===== src/hdl/least_loaded_job_dispatcher_defines.svh =====
// Assertion macros for the least-loaded job dispatcher.
// Used by the top level only; expects clk and rst_n in scope.
`ifndef LEAST_LOADED_JOB_DISPATCHER_DEFINES_SVH
`define LEAST_LOADED_JOB_DISPATCHER_DEFINES_SVH

// same-cycle implication
`define LLJD_ASSERT_NOW(label, ante, cons, msg) \
  label: assert property (@(posedge clk) disable iff (!rst_n) (ante) |-> (cons)) \
    else $error(msg);

// next-cycle implication
`define LLJD_ASSERT_NEXT(label, ante, cons, msg) \
  label: assert property (@(posedge clk) disable iff (!rst_n) (ante) |=> (cons)) \
    else $error(msg);

`endif


===== src/hdl/lljd_pkg.sv =====
// Shared types and constants for the least-loaded job dispatcher.
// No dependencies; imported by every module of the block.
`default_nettype none

package lljd_pkg;

  localparam int CFG_IDX_W  = 2;
  localparam int CFG_DATA_W = 8;

  localparam logic [CFG_IDX_W-1:0] REG_MACHINES_IN_USE = 2'd0;
  localparam logic [CFG_IDX_W-1:0] REG_COST_TYPE_ZERO  = 2'd1;
  localparam logic [CFG_IDX_W-1:0] REG_COST_TYPE_ONE   = 2'd2;

  localparam logic [3:0] MACHINES_RST = 4'd5;
  localparam logic [7:0] COST0_RST    = 8'd10;
  localparam logic [7:0] COST1_RST    = 8'd20;

  typedef struct packed {
    logic [15:0] job_id;
    logic        job_type;
    logic [7:0]  job_weight;
  } in_item_t;

  typedef struct packed {
    logic [15:0] assigned_job;
    logic [2:0]  chosen_machine;
    logic [31:0] machine_busy_time;
    logic [23:0] machine_total_weight;
  } out_item_t;

  // controller -> datapath
  typedef struct packed {
    logic load;    // latch job, start scan
    logic issue;   // read one machine entry
    logic update;  // write back chosen machine, load result
  } cmd_t;

  // datapath -> controller
  typedef struct packed {
    logic scan_last;  // current read is the last active machine
    logic out_hold;   // result register full and stalled
  } sts_t;

endpackage

`default_nettype wire


===== src/hdl/lljd_datapath.sv =====
// Datapath: config registers, per-machine load store, min search, update.
// Depends on lljd_pkg.
`default_nettype none

module lljd_datapath #(
  parameter int MAX_MACHINES = 8
) (
  input  wire logic                             clk,
  input  wire logic                             rst_n,
  input  wire logic                             cfg_we,
  input  wire logic [lljd_pkg::CFG_IDX_W-1:0]   cfg_index,
  input  wire logic [lljd_pkg::CFG_DATA_W-1:0]  cfg_data,
  input  wire lljd_pkg::in_item_t               in_data,
  input  wire lljd_pkg::cmd_t                   cmd,
  output lljd_pkg::sts_t                        sts,
  input  wire logic                             out_stall,
  output logic                                  out_valid,
  output lljd_pkg::out_item_t                   out_data
);
  import lljd_pkg::*;

  localparam int MW = (MAX_MACHINES > 1) ? $clog2(MAX_MACHINES) : 1;
  localparam int CW = $clog2(MAX_MACHINES + 1);

  logic [3:0]    machines_r;
  logic [7:0]    cost0_r, cost1_r;

  logic [15:0]   job_id_r;
  logic [7:0]    weight_r;
  logic [15:0]   prod_r;
  logic [CW-1:0] n_r;
  logic [CW-1:0] n_nxt;

  logic [MW-1:0] scan_idx_r;
  logic          rd_vld_r;
  logic [MW-1:0] rd_idx_r;
  logic [31:0]   rd_busy_r;
  logic [23:0]   rd_wgt_r;
  logic          rd_ent_vld_r;

  logic [MW-1:0] best_idx_r;
  logic [31:0]   best_busy_r;
  logic [23:0]   best_wgt_r;

  logic [31:0]   busy_mem [MAX_MACHINES];
  logic [23:0]   wgt_mem  [MAX_MACHINES];
  logic [MAX_MACHINES-1:0] ent_vld_r;

  logic          out_valid_r;
  out_item_t     out_r;

  logic [31:0]   cand_busy;
  logic [23:0]   cand_wgt;
  logic          take;
  logic [32:0]   busy_sum;
  logic [24:0]   wgt_sum;
  logic [31:0]   busy_new;
  logic [23:0]   wgt_new;

  // config registers
  always_ff @(posedge clk) begin
    if (!rst_n) begin
      machines_r <= MACHINES_RST;
      cost0_r    <= COST0_RST;
      cost1_r    <= COST1_RST;
    end else if (cfg_we) begin
      unique case (cfg_index)
        REG_MACHINES_IN_USE: machines_r <= cfg_data[3:0];
        REG_COST_TYPE_ZERO:  cost0_r    <= cfg_data;
        REG_COST_TYPE_ONE:   cost1_r    <= cfg_data;
        default: ;
      endcase
    end
  end

  // active count, clamped to 1 .. MAX_MACHINES
  always_comb begin
    priority if (machines_r == 4'd0) begin
      n_nxt = CW'(1);
    end else if (int'(machines_r) > MAX_MACHINES) begin
      n_nxt = CW'(MAX_MACHINES);
    end else begin
      n_nxt = CW'(machines_r);
    end
  end

  // job capture
  always_ff @(posedge clk) begin
    if (cmd.load) begin
      job_id_r <= in_data.job_id;
      weight_r <= in_data.job_weight;
      prod_r   <= 16'(in_data.job_weight) *
                  16'(in_data.job_type ? cost1_r : cost0_r);
      n_r      <= n_nxt;
    end
  end

  // scan address counter
  always_ff @(posedge clk) begin
    if (!rst_n) begin
      scan_idx_r <= '0;
      rd_vld_r   <= 1'b0;
    end else begin
      rd_vld_r <= cmd.issue;
      if (cmd.load) begin
        scan_idx_r <= '0;
      end else if (cmd.issue && !sts.scan_last) begin
        scan_idx_r <= scan_idx_r + MW'(1);
      end
    end
  end

  assign sts.scan_last = (scan_idx_r == MW'(n_r - CW'(1)));

  // load store; entry valid bits stand in for the reset clear
  always_ff @(posedge clk) begin
    if (cmd.update) begin
      busy_mem[best_idx_r] <= busy_new;
      wgt_mem[best_idx_r]  <= wgt_new;
    end
    rd_busy_r    <= busy_mem[scan_idx_r];
    rd_wgt_r     <= wgt_mem[scan_idx_r];
    rd_ent_vld_r <= ent_vld_r[scan_idx_r];
    rd_idx_r     <= scan_idx_r;
  end

  always_ff @(posedge clk) begin
    if (!rst_n) begin
      ent_vld_r <= '0;
    end else if (cmd.update) begin
      ent_vld_r[best_idx_r] <= 1'b1;
    end
  end

  // running minimum; strict less-than keeps the lowest index on a tie
  assign cand_busy       = rd_ent_vld_r ? rd_busy_r : '0;
  assign cand_wgt        = rd_ent_vld_r ? rd_wgt_r : '0;
  assign take            = rd_vld_r && ((rd_idx_r == '0) || (cand_busy < best_busy_r));

  always_ff @(posedge clk) begin
    if (take) begin
      best_idx_r  <= rd_idx_r;
      best_busy_r <= cand_busy;
      best_wgt_r  <= cand_wgt;
    end
  end

  // saturating accumulate
  assign busy_sum = {1'b0, best_busy_r} + 33'(prod_r);
  assign wgt_sum  = {1'b0, best_wgt_r} + 25'(weight_r);
  assign busy_new = busy_sum[32] ? '1 : busy_sum[31:0];
  assign wgt_new  = wgt_sum[24] ? '1 : wgt_sum[23:0];

  // result register
  always_ff @(posedge clk) begin
    if (!rst_n) begin
      out_valid_r <= 1'b0;
    end else if (cmd.update) begin
      out_valid_r <= 1'b1;
    end else if (!out_stall) begin
      out_valid_r <= 1'b0;
    end
  end

  always_ff @(posedge clk) begin
    if (cmd.update) begin
      out_r.assigned_job         <= job_id_r;
      out_r.chosen_machine       <= 3'(best_idx_r);
      out_r.machine_busy_time    <= busy_new;
      out_r.machine_total_weight <= wgt_new;
    end
  end

  assign sts.out_hold = out_valid_r && out_stall;
  assign out_valid    = out_valid_r;
  assign out_data     = out_r;

endmodule

`default_nettype wire


===== src/hdl/lljd_ctrl.sv =====
// Controller: sequences accept, machine scan, compare drain and update.
// Depends on lljd_pkg.
`default_nettype none

module lljd_ctrl (
  input  wire logic           clk,
  input  wire logic           rst_n,
  input  wire logic           in_valid,
  output logic                in_stall,
  input  wire lljd_pkg::sts_t sts,
  output lljd_pkg::cmd_t      cmd
);
  import lljd_pkg::*;

  localparam logic [1:0] S_IDLE  = 2'd0;
  localparam logic [1:0] S_SCAN  = 2'd1;
  localparam logic [1:0] S_DRAIN = 2'd2;
  localparam logic [1:0] S_UPD   = 2'd3;

  logic [1:0] state_r, state_nxt;

  always_comb begin
    state_nxt = state_r;
    unique case (state_r)
      S_IDLE:  if (in_valid) state_nxt = S_SCAN;
      S_SCAN:  if (sts.scan_last) state_nxt = S_DRAIN;
      S_DRAIN: state_nxt = S_UPD;
      S_UPD:   if (!sts.out_hold) state_nxt = S_IDLE;
      default: state_nxt = S_IDLE;
    endcase
  end

  always_ff @(posedge clk) begin
    if (!rst_n) begin
      state_r <= S_IDLE;
    end else begin
      state_r <= state_nxt;
    end
  end

  assign in_stall   = (state_r != S_IDLE);
  assign cmd.load   = (state_r == S_IDLE) && in_valid;
  assign cmd.issue  = (state_r == S_SCAN);
  assign cmd.update = (state_r == S_UPD) && !sts.out_hold;

endmodule

`default_nettype wire


===== src/hdl/least_loaded_job_dispatcher.sv =====
// Top level of the least-loaded job dispatcher.
// Depends on lljd_pkg, lljd_ctrl, lljd_datapath, least_loaded_job_dispatcher_defines.svh.
//
//  port group | direction | handshake          | payload
//  -----------+-----------+--------------------+---------------------------
//  in_        | input     | in_valid/in_stall  | in_data  (lljd_pkg::in_item_t)
//  out_       | output    | out_valid/out_stall| out_data (lljd_pkg::out_item_t)
//  cfg_       | input     | cfg_we             | cfg_index, cfg_data
//
// Each item passes through the accept cycle, one load-store read per active
// machine, a compare of the last read and an update. The single read port of
// the load store is why the machines are read one at a time.
// Reset (rst_n, synchronous) clears all loads and weights at once via entry
// valid bits and restores the register defaults; no clearing pass.
// in_stall is high from accept to update. A stalled result holds the update
// cycle only; the next item may already be accepted after it.
`default_nettype none

module least_loaded_job_dispatcher #(
  parameter int MAX_MACHINES = 8
) (
  input  wire logic                             clk,
  input  wire logic                             rst_n,
  input  wire logic                             cfg_we,
  input  wire logic [lljd_pkg::CFG_IDX_W-1:0]   cfg_index,
  input  wire logic [lljd_pkg::CFG_DATA_W-1:0]  cfg_data,
  input  wire logic                             in_valid,
  output logic                                  in_stall,
  input  wire lljd_pkg::in_item_t               in_data,
  output logic                                  out_valid,
  input  wire logic                             out_stall,
  output lljd_pkg::out_item_t                   out_data
);
  import lljd_pkg::*;

  `include "least_loaded_job_dispatcher_defines.svh"

  cmd_t cmd;
  sts_t sts;

  // sequencer
  lljd_ctrl u_ctrl (
    .clk      (clk),
    .rst_n    (rst_n),
    .in_valid (in_valid),
    .in_stall (in_stall),
    .sts      (sts),
    .cmd      (cmd)
  );

  // load store, minimum search and saturating update
  lljd_datapath #(
    .MAX_MACHINES (MAX_MACHINES)
  ) u_dp (
    .clk       (clk),
    .rst_n     (rst_n),
    .cfg_we    (cfg_we),
    .cfg_index (cfg_index),
    .cfg_data  (cfg_data),
    .in_data   (in_data),
    .cmd       (cmd),
    .sts       (sts),
    .out_stall (out_stall),
    .out_valid (out_valid),
    .out_data  (out_data)
  );

  // an accepted item keeps the input side closed next cycle
  `LLJD_ASSERT_NEXT(a_busy_after_load, cmd.load, in_stall, "input not closed after accept")
  // update never overwrites a result still waiting
  `LLJD_ASSERT_NOW(a_no_overwrite, cmd.update, !(out_valid && out_stall), "result overwritten")
  // every update presents a result next cycle
  `LLJD_ASSERT_NEXT(a_result_follows, cmd.update, out_valid, "update without result")

endmodule

`default_nettype wire


===== config.mk =====
export PLATFORM = sky130hd
export DESIGN_NAME = least_loaded_job_dispatcher
export DESIGN_NICKNAME = d
export VERILOG_FILES = /design/src/hdl/lljd_pkg.sv /design/src/hdl/lljd_datapath.sv /design/src/hdl/lljd_ctrl.sv /design/src/hdl/least_loaded_job_dispatcher.sv
export VERILOG_INCLUDE_DIRS = /design/src /design/src/hdl
export SDC_FILE = /design/constraint.sdc
export NUM_CORES = 1
export LEC_CHECK = 0
export BUFFER_PORTS_ARGS = -buffer_cell sky130_fd_sc_hd__buf_2
export CORE_ASPECT_RATIO = 0.5
export CORE_UTILIZATION = 55
export DETAILED_ROUTE_END_ITERATION = 6
export GPL_TIMING_DRIVEN = 0
export PLACE_DENSITY = 0.85
export SYNTH_ARGS = -nofsm -noshare
export SYNTH_HDL_FRONTEND = slang
export SYNTH_SLANG_ARGS = --single-unit

===== constraint.sdc =====
create_clock -name clk -period 12.5 [get_ports clk]
set_input_delay 1.25 -clock clk [delete_from_list [all_inputs] [get_ports clk]]
set_output_delay 1.25 -clock clk [all_outputs]
set_load 0.01 [all_outputs]

==> flow_metrics.tcl <==
set metrics [dict create \
    synthesis.instances 1753 \
    grt_pass1_wl_um 99500 \
    placed_area_mm2 0.0321 \
    powerDensity_mw_per_mm2 209 \
    netlist.area_leader.share_pct 62.4 \
    crit_family "adder cells" \
    fmax_mhz 162 \
    io-pin-count 117 \
    grt_usage_pct 23.6 \
    synth-edff-count 625 \
    synthDistinctLibCells 62 \
    cp_slowest_cell "mux2i_1" \
    wl_per_cell_um 24.0 \
    required_ns 12.85 \
    crit_top_cell "fa_1" \
    synth.cell_area_mm2 0.0301 \
    ys_top_cells_by_area "edfxtp_1 (62%), mux4_2 (8.5%), dfxtp_1 (6.3%), ha_1 (4.1%), mux2_2 (2.7%)" \
    syn_to_final_growth_pct 13.3 \
    yosysWarnings 0 \
    hpwl_um 42900 \
    io_buffers 115 \
    cts_made_buffers 59 \
    min_period_ns 6.16 \
    synth_top_cell_by_area "edfxtp_1" \
    core_mm2 0.0539 \
    ir_drop_mv 0.118 \
    maxSlewViolCount 0 \
    synthArstFlopShare_pct 0 \
    power.leakage_nw 12.2 \
    num_rows 60 \
    die-area_mm2 0.0557 \
    start_kind "input pin" \
    layout_common_cells "edfxtp_1 (625), buf_2 (124), mux4_2 (114)" \
    gp_congestion 0.891 \
    finalHoldViolations 0 \
    drc 0 \
    cp.buffers_inverters 3 \
    syn_area_per_cell_um2 17.2 \
    drtPass1Iterations 7 \
    antenna_found_initial 1 \
    die_x_um 333 \
    max_stage_delay_ns 0.80 \
    drtIter0Drc 1723 \
    yosysSeqAreaShare_pct 68.7 \
    cts-root-buf "clkbuf_16" \
    cts_tree "done" \
    initial_utilization_pct 55.8 \
    cts_buffer_depth 3 \
    post-route-period-util_pct 49.3 \
    via_count 16400 \
    insertion_delay_ns 0.61 \
    path_cells "clkbuf_1 > mux2i_1 > nor2b_1 > fa_1 > fa_1 > fa_1 > inv_1 > fa_1 > inv_1 > ha_1 > or2_2 > a21oi_1 > a21oi_1 > a211oi_1 > a21oi_1 > xnor2_1" \
    critPathKind "input pin to flip-flop" \
    cp.arrival_ns 6.51 \
    outcome "complete, no violations" \
    grt_setup_unrepaired "false" \
    cap_violations 0 \
    postCtsResizedCells 0 \
    nNetsFinal 2141 \
    routed_wirelength_um 65400 \
    clk_pin_slew_ns 0.07 \
    cts.sinks 720 \
    hold_class "flip-flop to flip-flop" \
    final_common_cell "edfxtp_1" \
    fin_skew_ns 0.0306 \
    holdBufCountCts 0 \
    fin_area_mm2 0.0341 \
    synth_nets 1929 \
    die_h_um 167 \
    grt_pass1_vias 16900 \
    synth-main-ff-cell "edfxtp_1" \
    overflow 0 \
    setup_viol 0 \
    viasPerCell 6.00 \
    synth-seq-cells 720 \
    cp-end-kind "flip-flop" \
    drive_gt1_share_pct 22.7 \
    postRouteAntennaNets 0 \
    grt_max_degree 29 \
    worst_slew_pin_slew_ns 1.20 \
    htree_levels 2 \
    whs_ns 0.353 \
    crit_fanout 8 \
    slew_headroom_pct 19.4 \
    post-cts-setup-buffer-count 0 \
]
where the power goes:
part | switching [mW] | internal, mW | total (mW)
logic | 1.17 | 0.625 | 1.79
registers | 0.140 | 3.34 | 3.48
clock network | 0.835 | 1.01 | 1.84
total | 2.14 | 4.97 | 7.11
logic make-up after synthesis:
logic type                 Yosys count  share of synthesized area (%)
adders and majority gates          136                           6.61
xor gates and xnor gates            36                           1.05
DFF                                720                           68.7
muxes                              219                           12.3
AOI/OAI and AO/OA                  140                           3.09
and+or+nand+nor                    351                           6.27
buffers and inverters              151                           1.92
metal layers:
metal  track usage (%)  routed length, um  part of all wire, %
met3              3.79               5280                  8.1
met4              6.76               1690                  2.6
met5                 0                  0                    0
met2              40.0              32500                   50
met1              31.8              25900                   40
Yosys cell counts, types with 9 or more instances:
cell type and n:
nand2b_1 22, nor3_1 9, xnor2_1 22, and2_1 64, inv_1 100, nor2b_1 73
nor2_1 48, nand2_1 73, mux2i_1 32, mux2_2 72, a21o_1 21, fa_1 38
nand3_1 19, dfxtp_1 95, mux4_2 114, ha_1 98, nand4_1 14, o21ai_0 23
edfxtp_1 625, o21a_1 10, buf_2 9, a21oi_1 39, clkbuf_1 37, xor2_1 14
metrics by stage:
step,worst slack (ns),instances,setup TNS [ns],total power [mW],utilization [%]
floorplan,0.313,1753,0,4.67,-
global placement,-8.54,2581,-2850.88,5.15,58.5
detailed placement,5.76,2617,0,5.26,59.6
CTS,6.37,2727,0,7.11,63.2
global route,6.11,2728,0,7.39,63.2
finish,6.34,2728,0,7.11,63.2
path summary, 6_finish.rpt:
kind                                                 startpoint                   endpoint  slack [ns]  depth (start not counted)
worst max-delay path                                 in_data[8]  u_dp.prod_r[15]$_DFFE_PP_        6.34                         16
worst min register to register  u_dp.scan_idx_r[2]$_SDFFE_PP0P_   u_dp.rd_idx_r[2]$_DFF_P_        0.35                          0
worst min-delay path            u_dp.scan_idx_r[2]$_SDFFE_PP0P_   u_dp.rd_idx_r[2]$_DFF_P_        0.35                          0
worst max register to register     u_dp.cost1_r[1]$_SDFFE_PN0P_  u_dp.prod_r[15]$_DFFE_PP_        7.22                         15
registers in the layout, summed over array words and instances (netlist names), 3 cells and up:
name / cells
u_dp.weight_r: 8
u_dp.best_idx_r: 3
u_dp.ent_vld_r: 8
u_dp.rd_wgt_r: 24
u_dp.wgt_mem: 192
u_dp.prod_r: 16
u_dp.out_data: 75
u_dp.busy_mem: 256
u_dp.job_id_r: 16
u_dp.rd_idx_r: 3
u_dp.scan_idx_r: 3
u_dp.best_busy_r: 32
u_dp.best_wgt_r: 24
u_dp.machines_r: 4
u_dp.cost1_r: 8
u_dp.rd_busy_r: 32
u_dp.n_r: 3
u_dp.cost0_r: 8
layout make-up:
class	count	area (um^2)
Inverter	100	375
Antenna cell	1	2.50
Tap cell	713	892
Sequential cell	720	20700
Multi-Input combinational cell	882	8890
Buffer	51	203
Clock inverter	31	284
Clock buffer	79	1640
Timing Repair Buffer	151	1110
Fill cell	3513	19800
(Power assumes the default switching activity.)
